$ cat src/rtl/u16550rm_pkg.sv
package u16550rm_pkg;

    localparam int FIFO_DEPTH  = 64;
    localparam int MAX_BACKOFF = 64;
    localparam int FIFO_AW     = (FIFO_DEPTH > 1) ? $clog2(FIFO_DEPTH) : 1;
    localparam int FIFO_CW     = $clog2(FIFO_DEPTH + 1);
    localparam int BACKOFF_W   = $clog2(MAX_BACKOFF + 1);

    typedef enum logic [1:0] {
        OP_READ  = 2'd0,
        OP_WRITE = 2'd1,
        OP_TICK  = 2'd2,
        OP_NONE  = 2'd3
    } t_opcode;

    typedef enum logic [2:0] {
        ADDR_RBR = 3'd0,
        ADDR_IER = 3'd1,
        ADDR_IIR = 3'd2,
        ADDR_LCR = 3'd3,
        ADDR_MCR = 3'd4,
        ADDR_LSR = 3'd5,
        ADDR_MSR = 3'd6,
        ADDR_SCR = 3'd7
    } t_reg_addr;

    localparam logic [7:0] LSR_DR       = 8'h01;
    localparam logic [7:0] LSR_TX_EMPTY = 8'h60;
    localparam int         LSR_TEMT_BIT = 6;
    localparam int         LCR_DLAB_BIT = 7;
    localparam int         MCR_LOOP_BIT = 4;
    localparam logic [7:0] MCR_RESET    = 8'h08;
    localparam logic [7:0] MSR_FIXED    = 8'hB0;
    localparam logic [7:0] DLL_RESET    = 8'h0C;
    localparam logic [7:0] IIR_NONE     = 8'h01;
    localparam logic [7:0] IIR_RX       = 8'h04;
    localparam logic [7:0] IIR_TX       = 8'h02;
    localparam logic [7:0] IIR_FORCE    = 8'hC0;
    localparam int         FCR_EN_BIT   = 0;
    localparam int         FCR_RXC_BIT  = 1;
    localparam int         FCR_TXC_BIT  = 2;
    localparam int         IER_RX_BIT   = 0;
    localparam int         IER_TX_BIT   = 1;

endpackage

$ cat src/rtl/uart_16550_register_model_unit.sv
// 16550-style uart register block.
// input channel (i_valid / o_ready): one transaction is a register read, a
// register write, a no-op or a clock tick that may offer one host receive byte.
// output channel (o_valid / i_ready): one result transaction per input
// transaction, in order: read data, interrupt level, transmitted byte and
// whether the offered host byte was queued.
// the result is registered and shown in the cycle after its input is accepted.
// throughput: one transaction per cycle unless stalled; all register and
// fifo pointer updates finish in the accept cycle, and the receive fifo ram
// is read in that same cycle so its registered read data lands with the result.
// stall: a single output register holds the result; while it is full and
// i_ready is low, o_ready is low. o_ready is high whenever the output
// register is empty or is being emptied in the same cycle.
// reset: synchronous, active low; all uart registers take their reset
// values, the fifo becomes empty and the output register is emptied. no
// clearing pass is needed.
module uart_16550_register_model_unit (
    input  logic       i_clk,
    input  logic       i_rst_n,
    input  logic       i_valid,
    output logic       o_ready,
    input  logic [1:0] i_opcode,
    input  logic [2:0] i_reg_addr,
    input  logic [7:0] i_write_data,
    input  logic       i_host_byte_valid,
    input  logic [7:0] i_host_byte,
    output logic       o_valid,
    input  logic       i_ready,
    output logic [7:0] o_read_data,
    output logic       o_irq_level,
    output logic       o_tx_valid,
    output logic [7:0] o_tx_byte,
    output logic       o_host_byte_taken
);

    localparam int AW = u16550rm_pkg::FIFO_AW;
    localparam int CW = u16550rm_pkg::FIFO_CW;
    localparam int BW = u16550rm_pkg::BACKOFF_W;

    logic [AW-1:0] r_rx_head, n_rx_head;
    logic [CW-1:0] r_rx_count, n_rx_count;
    logic [3:0]    r_ier, n_ier;
    logic [7:0]    r_iir, n_iir;
    logic [7:0]    r_fcr, n_fcr;
    logic [7:0]    r_lcr, n_lcr;
    logic [7:0]    r_mcr, n_mcr;
    logic [7:0]    r_lsr, n_lsr;
    logic [7:0]    r_dll, n_dll;
    logic [7:0]    r_dlm, n_dlm;
    logic [7:0]    r_scr, n_scr;
    logic [BW-1:0] r_backoff, n_backoff;
    logic          r_irq, n_irq;

    logic          r_out_valid;
    logic [7:0]    r_rd, n_rd;
    logic          r_rd_ram, n_rd_ram;
    logic          r_txv, n_txv;
    logic [7:0]    r_txb, n_txb;
    logic          r_taken, n_taken;

    logic          in_acc;
    logic          pop;
    logic          push;
    logic [7:0]    push_data;
    logic [CW:0]   push_sum;
    logic [AW-1:0] push_addr;
    logic [AW-1:0] head_inc;
    logic          fifo_full;
    logic          dlab;
    logic          upd;
    logic [7:0]    pend;
    logic [7:0]    ram_q;

    assign o_ready  = !r_out_valid || i_ready;
    assign in_acc   = i_valid && o_ready;
    assign dlab     = r_lcr[u16550rm_pkg::LCR_DLAB_BIT];
    assign fifo_full = (r_rx_count >= CW'(u16550rm_pkg::FIFO_DEPTH));

    assign push_sum = (CW+1)'(r_rx_head) + (CW+1)'(r_rx_count);
    assign push_addr = (push_sum >= (CW+1)'(u16550rm_pkg::FIFO_DEPTH))
        ? AW'(push_sum - (CW+1)'(u16550rm_pkg::FIFO_DEPTH)) : AW'(push_sum);
    assign head_inc = (r_rx_head == AW'(u16550rm_pkg::FIFO_DEPTH - 1))
        ? '0 : r_rx_head + 1'b1;

    always_comb begin
        n_rx_head  = r_rx_head;
        n_rx_count = r_rx_count;
        n_ier      = r_ier;
        n_iir      = r_iir;
        n_fcr      = r_fcr;
        n_lcr      = r_lcr;
        n_mcr      = r_mcr;
        n_lsr      = r_lsr;
        n_dll      = r_dll;
        n_dlm      = r_dlm;
        n_scr      = r_scr;
        n_backoff  = r_backoff;
        n_irq      = r_irq;
        n_rd       = '0;
        n_rd_ram   = 1'b0;
        n_txv      = 1'b0;
        n_txb      = '0;
        n_taken    = 1'b0;
        pop        = 1'b0;
        push       = 1'b0;
        push_data  = i_write_data;
        upd        = 1'b0;
        pend       = '0;
        unique case (u16550rm_pkg::t_opcode'(i_opcode))
            u16550rm_pkg::OP_READ: begin
                unique case (u16550rm_pkg::t_reg_addr'(i_reg_addr))
                    u16550rm_pkg::ADDR_RBR: begin
                        if (dlab) begin
                            n_rd = r_dll;
                        end else if (r_rx_count == '0) begin
                            n_lsr = n_lsr & ~u16550rm_pkg::LSR_DR;
                        end else begin
                            pop        = 1'b1;
                            n_rd_ram   = 1'b1;
                            n_rx_head  = head_inc;
                            n_rx_count = r_rx_count - 1'b1;
                            if (r_rx_count == CW'(1)) begin
                                n_lsr = n_lsr & ~u16550rm_pkg::LSR_DR;
                            end
                        end
                        upd = 1'b1;
                    end
                    u16550rm_pkg::ADDR_IER: n_rd = dlab ? r_dlm : {4'b0, r_ier};
                    u16550rm_pkg::ADDR_IIR: n_rd = r_iir | u16550rm_pkg::IIR_FORCE;
                    u16550rm_pkg::ADDR_LCR: n_rd = r_lcr;
                    u16550rm_pkg::ADDR_MCR: n_rd = r_mcr;
                    u16550rm_pkg::ADDR_LSR: n_rd = r_lsr;
                    u16550rm_pkg::ADDR_MSR: n_rd = u16550rm_pkg::MSR_FIXED;
                    u16550rm_pkg::ADDR_SCR: n_rd = r_scr;
                endcase
            end
            u16550rm_pkg::OP_WRITE: begin
                unique case (u16550rm_pkg::t_reg_addr'(i_reg_addr))
                    u16550rm_pkg::ADDR_RBR: begin
                        if (dlab) begin
                            n_dll = i_write_data;
                        end else if (r_mcr[u16550rm_pkg::MCR_LOOP_BIT]) begin
                            if (!fifo_full) begin
                                push       = 1'b1;
                                n_rx_count = r_rx_count + 1'b1;
                                n_lsr      = n_lsr | u16550rm_pkg::LSR_DR;
                            end
                        end else begin
                            n_lsr = n_lsr | u16550rm_pkg::LSR_TX_EMPTY;
                            n_txv = 1'b1;
                            n_txb = i_write_data;
                        end
                        upd = 1'b1;
                    end
                    u16550rm_pkg::ADDR_IER: begin
                        if (dlab) begin
                            n_dlm = i_write_data;
                        end else begin
                            n_ier = i_write_data[3:0];
                        end
                        upd = 1'b1;
                    end
                    u16550rm_pkg::ADDR_IIR: begin
                        n_fcr = i_write_data;
                        upd   = 1'b1;
                    end
                    u16550rm_pkg::ADDR_LCR: begin
                        n_lcr = i_write_data;
                        upd   = 1'b1;
                    end
                    u16550rm_pkg::ADDR_MCR: begin
                        n_mcr = i_write_data;
                        upd   = 1'b1;
                    end
                    u16550rm_pkg::ADDR_SCR: n_scr = i_write_data;
                    u16550rm_pkg::ADDR_LSR, u16550rm_pkg::ADDR_MSR: begin
                    end
                endcase
            end
            u16550rm_pkg::OP_TICK: begin
                if (r_fcr[u16550rm_pkg::FCR_EN_BIT] && !r_mcr[u16550rm_pkg::MCR_LOOP_BIT]
                        && !fifo_full) begin
                    if (r_backoff != '0 && r_backoff < BW'(u16550rm_pkg::MAX_BACKOFF)) begin
                        n_backoff = r_backoff + 1'b1;
                    end else if (!i_host_byte_valid) begin
                        n_backoff = BW'(1);
                    end else begin
                        n_backoff  = '0;
                        push       = 1'b1;
                        push_data  = i_host_byte;
                        n_rx_count = r_rx_count + 1'b1;
                        n_lsr      = n_lsr | u16550rm_pkg::LSR_DR;
                        n_taken    = 1'b1;
                        upd        = 1'b1;
                    end
                end
            end
            u16550rm_pkg::OP_NONE: begin
            end
        endcase

        // interrupt update with self-clearing fifo control bits
        if (upd) begin
            if (n_fcr[u16550rm_pkg::FCR_RXC_BIT]) begin
                n_fcr[u16550rm_pkg::FCR_RXC_BIT] = 1'b0;
                n_rx_head  = '0;
                n_rx_count = '0;
                n_lsr      = n_lsr & ~u16550rm_pkg::LSR_DR;
            end
            if (n_fcr[u16550rm_pkg::FCR_TXC_BIT]) begin
                n_fcr[u16550rm_pkg::FCR_TXC_BIT] = 1'b0;
                n_lsr = n_lsr | u16550rm_pkg::LSR_TX_EMPTY;
            end
            if (n_ier[u16550rm_pkg::IER_RX_BIT] && (n_lsr[0] == 1'b1)) begin
                pend = pend | u16550rm_pkg::IIR_RX;
            end
            if (n_ier[u16550rm_pkg::IER_TX_BIT] && n_lsr[u16550rm_pkg::LSR_TEMT_BIT]) begin
                pend = pend | u16550rm_pkg::IIR_TX;
            end
            if (pend == '0) begin
                n_iir = u16550rm_pkg::IIR_NONE;
                n_irq = 1'b0;
            end else begin
                n_iir = pend;
                n_irq = 1'b1;
            end
            if (!n_ier[u16550rm_pkg::IER_TX_BIT]) begin
                n_lsr = n_lsr | u16550rm_pkg::LSR_TX_EMPTY;
            end
        end
    end

    u16550rm_ram #(
        .WIDTH (8),
        .DEPTH (u16550rm_pkg::FIFO_DEPTH)
    ) u_rx_fifo (
        .i_clk   (i_clk),
        .i_we    (in_acc && push),
        .i_waddr (push_addr),
        .i_wdata (push_data),
        .i_re    (in_acc && pop),
        .i_raddr (r_rx_head),
        .o_rdata (ram_q)
    );

    always_ff @(posedge i_clk) begin
        if (!i_rst_n) begin
            r_rx_head   <= '0;
            r_rx_count  <= '0;
            r_ier       <= '0;
            r_iir       <= u16550rm_pkg::IIR_NONE;
            r_fcr       <= '0;
            r_lcr       <= '0;
            r_mcr       <= u16550rm_pkg::MCR_RESET;
            r_lsr       <= u16550rm_pkg::LSR_TX_EMPTY;
            r_dll       <= u16550rm_pkg::DLL_RESET;
            r_dlm       <= '0;
            r_scr       <= '0;
            r_backoff   <= '0;
            r_irq       <= 1'b0;
            r_out_valid <= 1'b0;
        end else begin
            if (in_acc) begin
                r_rx_head   <= n_rx_head;
                r_rx_count  <= n_rx_count;
                r_ier       <= n_ier;
                r_iir       <= n_iir;
                r_fcr       <= n_fcr;
                r_lcr       <= n_lcr;
                r_mcr       <= n_mcr;
                r_lsr       <= n_lsr;
                r_dll       <= n_dll;
                r_dlm       <= n_dlm;
                r_scr       <= n_scr;
                r_backoff   <= n_backoff;
                r_irq       <= n_irq;
                r_out_valid <= 1'b1;
            end else if (i_ready) begin
                r_out_valid <= 1'b0;
            end
        end
    end

    always_ff @(posedge i_clk) begin
        if (in_acc) begin
            r_rd     <= n_rd;
            r_rd_ram <= n_rd_ram;
            r_txv    <= n_txv;
            r_txb    <= n_txb;
            r_taken  <= n_taken;
        end
    end

    assign o_valid           = r_out_valid;
    assign o_read_data       = r_rd_ram ? ram_q : r_rd;
    assign o_irq_level       = r_irq;
    assign o_tx_valid        = r_txv;
    assign o_tx_byte         = r_txb;
    assign o_host_byte_taken = r_taken;

endmodule

$ cat src/rtl/u16550rm_ram.sv
module u16550rm_ram #(
    parameter int WIDTH = 8,
    parameter int DEPTH = 64,
    parameter int AW    = (DEPTH > 1) ? $clog2(DEPTH) : 1
) (
    input  logic             i_clk,
    input  logic             i_we,
    input  logic [AW-1:0]    i_waddr,
    input  logic [WIDTH-1:0] i_wdata,
    input  logic             i_re,
    input  logic [AW-1:0]    i_raddr,
    output logic [WIDTH-1:0] o_rdata
);

    logic [WIDTH-1:0] r_mem [DEPTH];
    logic [WIDTH-1:0] r_rdata;

    always_ff @(posedge i_clk) begin
        if (i_we) begin
            r_mem[i_waddr] <= i_wdata;
        end
        if (i_re) begin
            r_rdata <= r_mem[i_raddr];
        end
    end

    assign o_rdata = r_rdata;

endmodule

$ cat config.mk
export PLATFORM = sky130hd
export DESIGN_NAME = uart_16550_register_model_unit
export DESIGN_NICKNAME = d
export VERILOG_FILES = /design/src/rtl/u16550rm_pkg.sv /design/src/rtl/uart_16550_register_model_unit.sv /design/src/rtl/u16550rm_ram.sv
export SDC_FILE = /design/constraint.sdc
export NUM_CORES = 1
export LEC_CHECK = 0
export BUFFER_PORTS_ARGS = -buffer_cell sky130_fd_sc_hd__buf_4
export CORE_MARGIN = 8
export CORE_UTILIZATION = 35
export DETAILED_ROUTE_END_ITERATION = 10
export RECOVER_POWER = 100
export SYNTH_ARGS = -nofsm -noshare
export SYNTH_HDL_FRONTEND = slang
export SYNTH_SLANG_ARGS = --single-unit
$ cat constraint.sdc
create_clock -name i_clk -period 8.16 [get_ports i_clk]
set_input_delay 1.224 -clock i_clk [delete_from_list [all_inputs] [get_ports i_clk]]
set_output_delay 1.224 -clock i_clk [all_outputs]
set_load 0.02 [all_outputs]
==> results of run 1 <==
## how the worst min path moves through the flow
| stage | start | slack (ns) | to |
|---|---|---|---|
| finish | r_iir[0] | 0.47 | r_iir[0] |
| CTS | r_iir[0] | 0.47 | r_iir[0] |
| global placement | r_mcr[3] | 0.46 | r_mcr[3] |
| global route | r_iir[1] | 0.50 | r_iir[1] |
| floorplan | r_lsr[5] | 0.42 | r_lsr[5] |
| detailed placement | r_iir[0] | 0.46 | r_iir[0] |
## routing by layer
metal | share of wire | vias up | track usage
li1 | - | 5922 | -
met1 | 0.44 | 6979 | 0.218
met2 | 0.46 | 626 | 0.231
met3 | 0.072 | 110 | 0.0264
met4 | 0.027 | 0 | 0.0486
met5 | 0 | - | 0
## tightest hold or removal path: stages, from the launching register on
cell and delay [ns]:
dfxtp_1 0.31, nand2_1 0.05, nand3_1 0.06
## sequential cells by signal, indices dropped and copies added, names as in the netlist, 3 cells and up
name / cells
r_fcr: 3
r_iir: 3
r_dll: 8
o_tx_byte: 8
r_lsr: 3
u_rx_fifo.r_mem: 512
r_backoff: 7
r_scr: 8
r_mcr: 8
r_rd: 8
r_dlm: 8
r_lcr: 8
r_ier: 4
r_rx_count: 7
u_rx_fifo.o_rdata: 8
r_rx_head: 6
## cells in the final DEF (no fill, tap or decap), types with 9 or more instances in the layout
cell,n
nor3_1,12
nand3_1,39
buf_4,28
and2_1,9
ha_1,15
o21ai_0,23
clkbuf_16,61
dfxtp_1,73
nor2b_1,9
clkinv_1,10
and3_1,9
nor2_1,136
a21oi_1,20
mux4_2,128
a221oi_1,20
a22oi_1,44
edfxtp_1,539
a22o_1,16
inv_1,18
mux2_2,16
clkbuf_1,36
nand2_1,89
o221ai_1,10
mux2i_1,54
## Yosys cell counts, types with 3 or more instances
cell      count  area [sq um]
nand4_1       8          50.1
nor2_1      137           514
ha_1         15           188
xor2_1        8          70.1
and2_1       10          62.6
nor3b_1       3          22.5
xnor2_1       4          35.0
mux2i_1      54           541
nor3_1       11          55.1
nand4b_1      3          26.3
dfxtp_1      75          1500
nand2_1      89           334
nand3b_1      3          22.5
a21boi_0      4          30.0
clkbuf_1     47           176
a22oi_1      44           330
a211oi_1      5          37.5
nand3_1      39           195
o31ai_1       8          60.1
inv_1        18          67.6
and3_1        9          56.3
a21oi_1      20           100
mux2_2       16           180
or3_1         3          18.8
a22o_1       16           140
nand2b_1      7          43.8
a221oi_1     20           175
buf_2         3          15.0
a21o_1        5          37.5
o221ai_1     10          87.6
buf_1        26          97.6
mux4_2      128          2880
nor2b_1      11          68.8
a31oi_1       4          25.0
edfxtp_1    539         16200
o21ai_0      22           110
o22ai_1       4          25.0
## report_power, final
part / switching [uW] / internal [uW] / leakage (uW)
Combinational: 112 / 27.7 / 0.00245
Sequential: 6.11 / 3430 / 0.00547
Clock: 1190 / 1600 / 0.000961
## per-stage QoR
step | setup WS [ns] | power, uW | hold slack [ns]
global placement | 2.90 | 3650 | 0.460
global route | 3.00 | 6540 | 0.501
detailed placement | 2.88 | 3640 | 0.461
floorplan | 4.62 | 3570 | 0.421
CTS | 3.56 | 6410 | 0.475
finish | 3.35 | 6360 | 0.470
## area by class of cell
type | instances | area, sq um | share of cell area
flip-flops and latches | 614 | 17700 | 0.631
multi-input cells | 749 | 6770 | 0.242
clock buffers | 74 | 1610 | 0.0574
well taps | 940 | 1180 | 0.0420
clock inverters | 37 | 385 | 0.0137
repair buffers | 56 | 319 | 0.0114
inverters | 20 | 75.1 | 0.00268
## kinds of logic (layout without fill, tap and decap cells)
kind of cell    Yosys count  after routing  synth area share
compound gates          180            180            0.0527
mux                     198            198             0.145
fa+ha+maj                16             16           0.00836
buf+inv                  97            187            0.0151
xor+xnor                 12             12           0.00423
flops                   614            614             0.712
simple gates            343            343            0.0624
==> results.cfg, run 1 <==
[finish]
num-nets-final = 1542
drive_above_1_share = 0.177
fin_area_sq_mm = 0.0280
stdcell_count = 2490
syn2layout_area_growth_pct = 12.9
fin_util = 0.400
num_antenna_cells = 0
fillers = 6331

[sta]
relSlewSlack = -0.920
clock_skew_ns = 0.0186
rsz0062_at_grt = false
drv_slew = 645
fmax_mhz = 208
hold_viol_final = 0
fin_crit_sh = 0.589
fin_crit_ns = 4.81
worst_pin_slew_ns = 2.88
finalSetupViolations = 0
tns_ns = 0

[detailed_routing]
drc = 0
drt_first_pass_iters = 6
routedWlPerCell_microns = 24.5
dr_total_vias = 13600
antenna_left = 0
drt-total-wl_microns = 61000
initialDrtViolationCount = 1448
via_per_inst = 5.48

[power]
power_leakage_uw = 0.00888
vdd_drop_max_v = 0.000174
powerDensity_mw_per_mm2 = 227

[cts]
cts_hold_buf = 0
clk_path_buf_depth = 3
cts_setup_buffers = 0
root_buffer = clkbuf_16
cts_resized = 0
ctsHtreeMaxLevel = 2
clk_pin_slew_ns = 0.06
cts.sinks = 614
cts_tree = yes
numCtsBuffers = 59
clock_latency_ns = 0.63

[status]
violations = max-capacitance violations, max-slew violations
status = finished, violations left

[worst_setup_path]
crit_path_start_kind = input port
critPathCaptureType = register
critPathLaunch = i_opcode[0]
crit_arrival_ns = 4.49
critPathMostFrequentCell = nand2_1
path_cells = clkbuf_1, inv_1, ha_1, and2_0, nand2_1, clkinv_1, nand2_1, nand2_1
reg2regPathDepth = 6
endpoint = u_rx_fifo.r_mem[28][3]
path_delay_family = simple AND/OR/NAND/NOR gates
crit_buf_inv = 3
timing.rr.end = u_rx_fifo.r_mem[28][3]
r2r_start = r_backoff[2]
worst_path_largest_cell_delay_ns = 1.55
path_max_fanout = 64
cp_slowest_cell = nand2_1
path_depth = 8
cp.required_ns = 7.84
ff2ff_setup_slack_ns = 3.49
path_class = input port to register

[synthesis]
syn_area_sq_mm = 0.0248
avgSynthCellArea_sq_um = 17.0
ys.flop_type = edfxtp_1
synth.distinct_cells = 61
synthCells = 1460
ys_ff_latch = 614
ys_seq_area_frac = 0.712
synth-edff-count = 539
async_flop_share = 0
syn_nets = 1502
ys_warn_count = 0

[grt]
grt_pass1_wl_microns = 90300
grt_antenna_before_repair = 0
grt_max_degree = 77
grt_use_total = 0.151
grt_pass1_vias = 13300
grt-ovfl-total = 0

[worst_hold_path]
min_path_type = register to register
whs_path_depth = 2

[floorplan]
die_w_microns = 282
io_pins = 47
coreArea_sq_mm = 0.0701
chipHeight_microns = 282
start_util = 0.354
die-area_sq_mm = 0.0797
rows = 97

[placed_design]
dpl_cell_area_sq_mm = 0.0262
io_buffers = 46
dp_cells = 2379
dp_hpwl_microns = 37300
gp_congestion = 0.826

[flow_run]
maxCapViolCount = 12
Note: power is estimated with default switching activity, not from simulation.
==> inputs of run 2 (changes only) <==
==> constraint.sdc (replaced) <==
create_clock -name i_clk -period 4.3 [get_ports i_clk]
set_input_delay 0.645 -clock i_clk [delete_from_list [all_inputs] [get_ports i_clk]]
set_output_delay 0.645 -clock i_clk [all_outputs]
set_load 0.02 [all_outputs]
==> results.cfg, run 2 (synthesis results as in run 1) <==
[status]
status = finished, violations left
violations = max-capacitance violations, max-slew violations

[cts]
cts_resized = 0
clk_pin_slew_ns = 0.07
cts_tree = yes
numCtsBuffers = 61
clock_latency_ns = 0.62
cts_setup_buffers = 0
ctsHtreeMaxLevel = 2
clk_path_buf_depth = 3
cts.sinks = 614
cts_hold_buf = 0
root_buffer = clkbuf_16

[placed_design]
dp_hpwl_microns = 36700
io_buffers = 46
gp_congestion = 0.861
dp_cells = 2425

[grt]
grt-ovfl-total = 0
grt_pass1_vias = 14000
grt_max_degree = 76
grt_antenna_before_repair = 0
grt_use_total = 0.150
grt_pass1_wl_microns = 91100

[floorplan]
chipHeight_microns = 282
coreArea_sq_mm = 0.0701
die_w_microns = 282
die-area_sq_mm = 0.0797
rows = 97
start_util = 0.354
io_pins = 47

[flow_run]
maxCapViolCount = 5

[worst_setup_path]
cp.required_ns = 4.55
crit_arrival_ns = 4.03
crit_buf_inv = 0
crit_path_start_kind = register
worst_path_largest_cell_delay_ns = 0.86
path_cells = or3_1, o21ai_0, a21boi_0, nor3_1, nand3_1, nor2_1
cp_slowest_cell = nor2_1
path_max_fanout = 8
critPathCaptureType = register
path_class = register to register
path_delay_family = simple AND/OR/NAND/NOR gates

[finish]
final_common_cell = edfxtp_1
num_antenna_cells = 0
num-nets-final = 1590
layout_common_cells = edfxtp_1, nor2_1, mux4_2
largest_reg_flops = 512
top_register = u_rx_fifo.r_mem
syn2layout_area_growth_pct = 14.9
drive_above_1_share = 0.185
stdcell_count = 2540

[detailed_routing]
drt-total-wl_microns = 59600
drt_first_pass_iters = 5
initialDrtViolationCount = 1312
via_per_inst = 5.38
routedWlPerCell_microns = 23.5
antenna_left = 0
drc = 0
dr_total_vias = 13700

[power]
power_leakage_uw = 0.00911
powerDensity_mw_per_mm2 = 443
switching_share = 0.199
seqPwrFrac = 0.514
vdd_drop_max_v = 0.000308
switching_power_uw = 2510
internal_power_uw = 10100
p_clk_frac = 0.465
pwr-share-comb = 0.021

[sta]
worst_pin_slew_ns = 2.52
relSlewSlack = -0.677
clock_skew_ns = 0.0423
fin_crit_sh = 0.880
drv_slew = 263
fin_crit_ns = 3.78
tns_ns = 0
fmax_mhz = 264
finalSetupViolations = 0
hold_viol_final = 0
rsz0062_at_grt = false
holdWs_ns = 0.293

[worst_hold_path]
min_path_type = input port to register
## run 2: cell types whose count changed in the layout (fill, tap and decap cells not counted), sizes merged
cell      change
clkbuf       +34
clkinv        -3
bufinv        +9
buf           +9
clkinvlp      +2
inv           -1
## run 2: worst reg2reg max path: cells and delay by family (launching register included)
family          cells  cell delay [ns]
flops               1             0.35
simple gates        4             2.37
compound gates      2             0.71
## run 2: final cells by class
cell class,count,area [sq um]
fillers,6322,41600
flip-flops and latches,614,17700
multi-input cells,749,6790
clock buffers,71,1610
well taps,940,1180
clock inverters,44,649
repair buffers,102,556
inverters,20,75.1
## run 2: power groups by stage
stage	clock, uW	combinational, uW	sequential [uW]
finish	5880	270	6500
global route	6210	294	6500
CTS	6000	289	6500
detailed placement	0	289	6620
global placement	0	284	6620
floorplan	0	135	6630
## run 2: per-layer routing
layer,vias to the layer above,track usage,wire [microns]
met5,-,0,0
li1,6011,-,-
met2,533,0.232,27500
met3,95,0.0200,3740
met4,0,0.0498,1790
met1,7030,0.216,26600
## run 2: worst paths after layout
check	cells after the start	from	to	slack (ns)
worst max-delay path	6	r_backoff[2]	u_rx_fifo.r_mem[5][3]	0.52
worst min-delay path	3	i_valid	o_valid	0.29
worst max register to register	6	r_backoff[2]	u_rx_fifo.r_mem[5][3]	0.52
worst min register to register	1	r_lsr[5]	r_lsr[5]	0.48
## run 2: through the flow
step | setup WS, ns | instance area, sq um | util | total power (uW)
2_1_floorplan | 0.925 | 24800 | - | 6770
4_1_cts | 0.668 | 28800 | 0.411 | 12800
3_3_place_gp | 0.266 | 26600 | 0.379 | 6910
3_5_place_dp | 0.132 | 26600 | 0.379 | 6910
6_report | 0.515 | 28500 | 0.407 | 12700
5_1_grt | 0.219 | 28500 | 0.407 | 13000
==> inputs of run 3 (changes only) <==
--- a/config.mk
+++ b/config.mk
@@ -7,9 +7,11 @@
 export LEC_CHECK = 0
 export BUFFER_PORTS_ARGS = -buffer_cell sky130_fd_sc_hd__buf_4
 export CORE_MARGIN = 8
-export CORE_UTILIZATION = 35
+export CORE_UTILIZATION = 55
 export DETAILED_ROUTE_END_ITERATION = 10
+export PLACE_DENSITY = 0.74
 export RECOVER_POWER = 100
 export SYNTH_ARGS = -nofsm -noshare
 export SYNTH_HDL_FRONTEND = slang
+export SYNTH_HIERARCHICAL = 1
 export SYNTH_SLANG_ARGS = --single-unit
==> results.cfg, run 3 <==
[status]
status = finished, violations left
violations = max-capacitance violations, max-slew violations

[synthesis]
ys_warn_count = 6
syn_nets = 1593
ys_ff_latch = 614
avgSynthCellArea_sq_um = 16.5
synth_common_cells = edfxtp_1, nor2_1, mux4_2, dfxtp_1, mux2i_1
ys_seq_area_frac = 0.692
ys.flop_type = edfxtp_1
synthCells = 1551
synth.distinct_cells = 80
syn_area_sq_mm = 0.0255
yosysMostFrequentCell = edfxtp_1
synth_top_cell_area_share = 0.633
async_flop_share = 0
synth-edff-count = 539
synth_top_area_cell = edfxtp_1
ys_top_cells_by_area = edfxtp_1, mux4_2, dfxtp_1, mux2i_1, nor2_1

[placed_design]
io_buffers = 46
gp_congestion = 0.899
dp_hpwl_microns = 38600

[power]
power_leakage_uw = 0.00907
powerDensity_mw_per_mm2 = 414
power.total_uw = 11700
vdd_drop_max_v = 0.000366

[worst_setup_path]
cp.required_ns = 4.50
critPathCaptureType = register
path_delay_family = simple AND/OR/NAND/NOR gates
crit_arrival_ns = 4.02
cp_slowest_cell = buf_2
critPathLaunch = r_backoff[3]
path_class = register to register
path_cells = or4_1, o21ai_0, nand2_1, mux2_1, buf_2
worst_path_largest_cell_delay_ns = 0.99
r2r_start = r_backoff[3]
crit_path_start_kind = register
crit_buf_inv = 1
path_max_fanout = 64

[floorplan]
chipHeight_microns = 232
rows = 79
start_util = 0.553
die-area_sq_mm = 0.0536
coreArea_sq_mm = 0.0462
io_pins = 47
die_w_microns = 232

[detailed_routing]
drt_first_pass_iters = 7
antenna_left = 0
via_per_inst = 6.49
routedWlPerCell_microns = 27.0
initialDrtViolationCount = 2198
drt-total-wl_microns = 61800
drc = 0
dr_total_vias = 14900

[cts]
ctsHtreeMaxLevel = 2
root_buffer = clkbuf_16
numCtsBuffers = 59
clock_latency_ns = 0.62
cts_setup_buffers = 0
cts_hold_buf = 0
clk_path_buf_depth = 3
clk_pin_slew_ns = 0.06
cts.sinks = 614
cts_resized = 0
cts_tree = yes

[sta]
drv_slew = 44
hold_viol_final = 0
rsz0062_at_grt = false
finalSetupViolations = 0
fin_crit_ns = 3.82
worst_pin_slew_ns = 1.78
relSlewSlack = -0.197
clock_skew_ns = 0.0245
tns_ns = 0
fmax_mhz = 262
fin_crit_sh = 0.888

[finish]
largest_reg_flops = 512
syn2layout_area_growth_pct = 10.6
num-nets-final = 1679
final_common_cell = edfxtp_1
seq_area_sq_mm = 0.0177
drive_above_1_share = 0.172
fillers = 3326
layout_common_cells = edfxtp_1, nor2_1, mux4_2
multiInputGateArea_sq_mm = 0.00725
top_register = u_rx_fifo/r_mem

[grt]
grt-ovfl-total = 0
grt_pass1_vias = 14800
grt_use_total = 0.231
grt_pass1_wl_microns = 93900
grt_max_degree = 70
grt_antenna_before_repair = 2

[worst_hold_path]
hp-start = i_write_data[6]
min_path_type = input port to register

[flow_run]
maxCapViolCount = 2
==> run 3: cell count changes after synthesis, sizes merged, moves of 9 or more <==
cell | previous run | this run
buf | 30 | 41
o22ai | 4 | 27
inv | 18 | 29
nand2 | 89 | 62
or2 | 1 | 11
a21oi | 20 | 32
a22o | 16 | 4
a22oi | 44 | 14
nor2 | 137 | 154
o21ai | 24 | 35
nor4 | 2 | 11
mux2i | 54 | 70
nand3 | 39 | 48
==> run 3: tightest hold or removal path, delay by kind of cell <==
family	cells	cell delay, ns
buffers and inverters	1	0.12
muxes	1	0.07
and+or+nand+nor	1	0.07
==> run 3: metrics by stage <==
stage / instances / instance area, sq um / setup slack [ns] / util / hold slack [ns]
3_5_place_dp: 2183 / 26800 / 0.451 / 0.581 / 0.444
5_1_grt: 2293 / 28300 / 0.215 / 0.612 / 0.341
3_3_place_gp: 2183 / 26800 / 0.525 / 0.581 / 0.438
6_report: 2294 / 28300 / 0.481 / 0.612 / 0.346
2_1_floorplan: 1551 / 25500 / 1.00 / - / 0.431
4_1_cts: 2293 / 28600 / 0.677 / 0.620 / 0.303
==> run 3: final cells by class <==
| cell class | instances | share of cell area |
|---|---|---|
| inverters | 31 | 0.00412 |
| diodes | 1 | 0.0000886 |
| repair buffers | 111 | 0.0223 |
| clock buffers | 74 | 0.0550 |
| flip-flops and latches | 614 | 0.626 |
| well taps | 607 | 0.0269 |
| multi-input cells | 820 | 0.257 |
| clock inverters | 36 | 0.00890 |
==> run 3: cells by family after synthesis <==
| group | synth area share |
|---|---|
| adder cells (fa/ha/maj) | 0.00813 |
| flip-flops | 0.692 |
| multiplexers | 0.146 |
| buffers and inverters | 0.0219 |
| XOR/XNOR | 0.00480 |
| AO/OA/AOI/OAI | 0.0538 |
| AND/OR/NAND/NOR | 0.0736 |
==> run 3: metal layers <==
metal	vias to the layer above	track usage	share of wire
li1	6341	-	-
met1	7558	0.322	0.41
met2	871	0.361	0.47
met3	128	0.0469	0.090
met4	0	0.0793	0.033
met5	-	0	0
==> run 3: path summary, 6_finish.rpt <==
kind                                                to  slack, ns  cells past startpoint
worst max-delay path            u_rx_fifo/r_mem[41][5]       0.48                      5
worst min-delay path                          r_dll[6]       0.35                      3
worst max register to register  u_rx_fifo/r_mem[41][5]       0.48                      5
worst min register to register                r_fcr[2]       0.45                      2
==> run 3: power by group <==
| group | internal [uW] | switching, uW | total [uW] |
|---|---|---|---|
| registers | 6490 | 12.3 | 6500 |
| clock network | 2680 | 2190 | 4870 |
| logic | 81.3 | 248 | 329 |
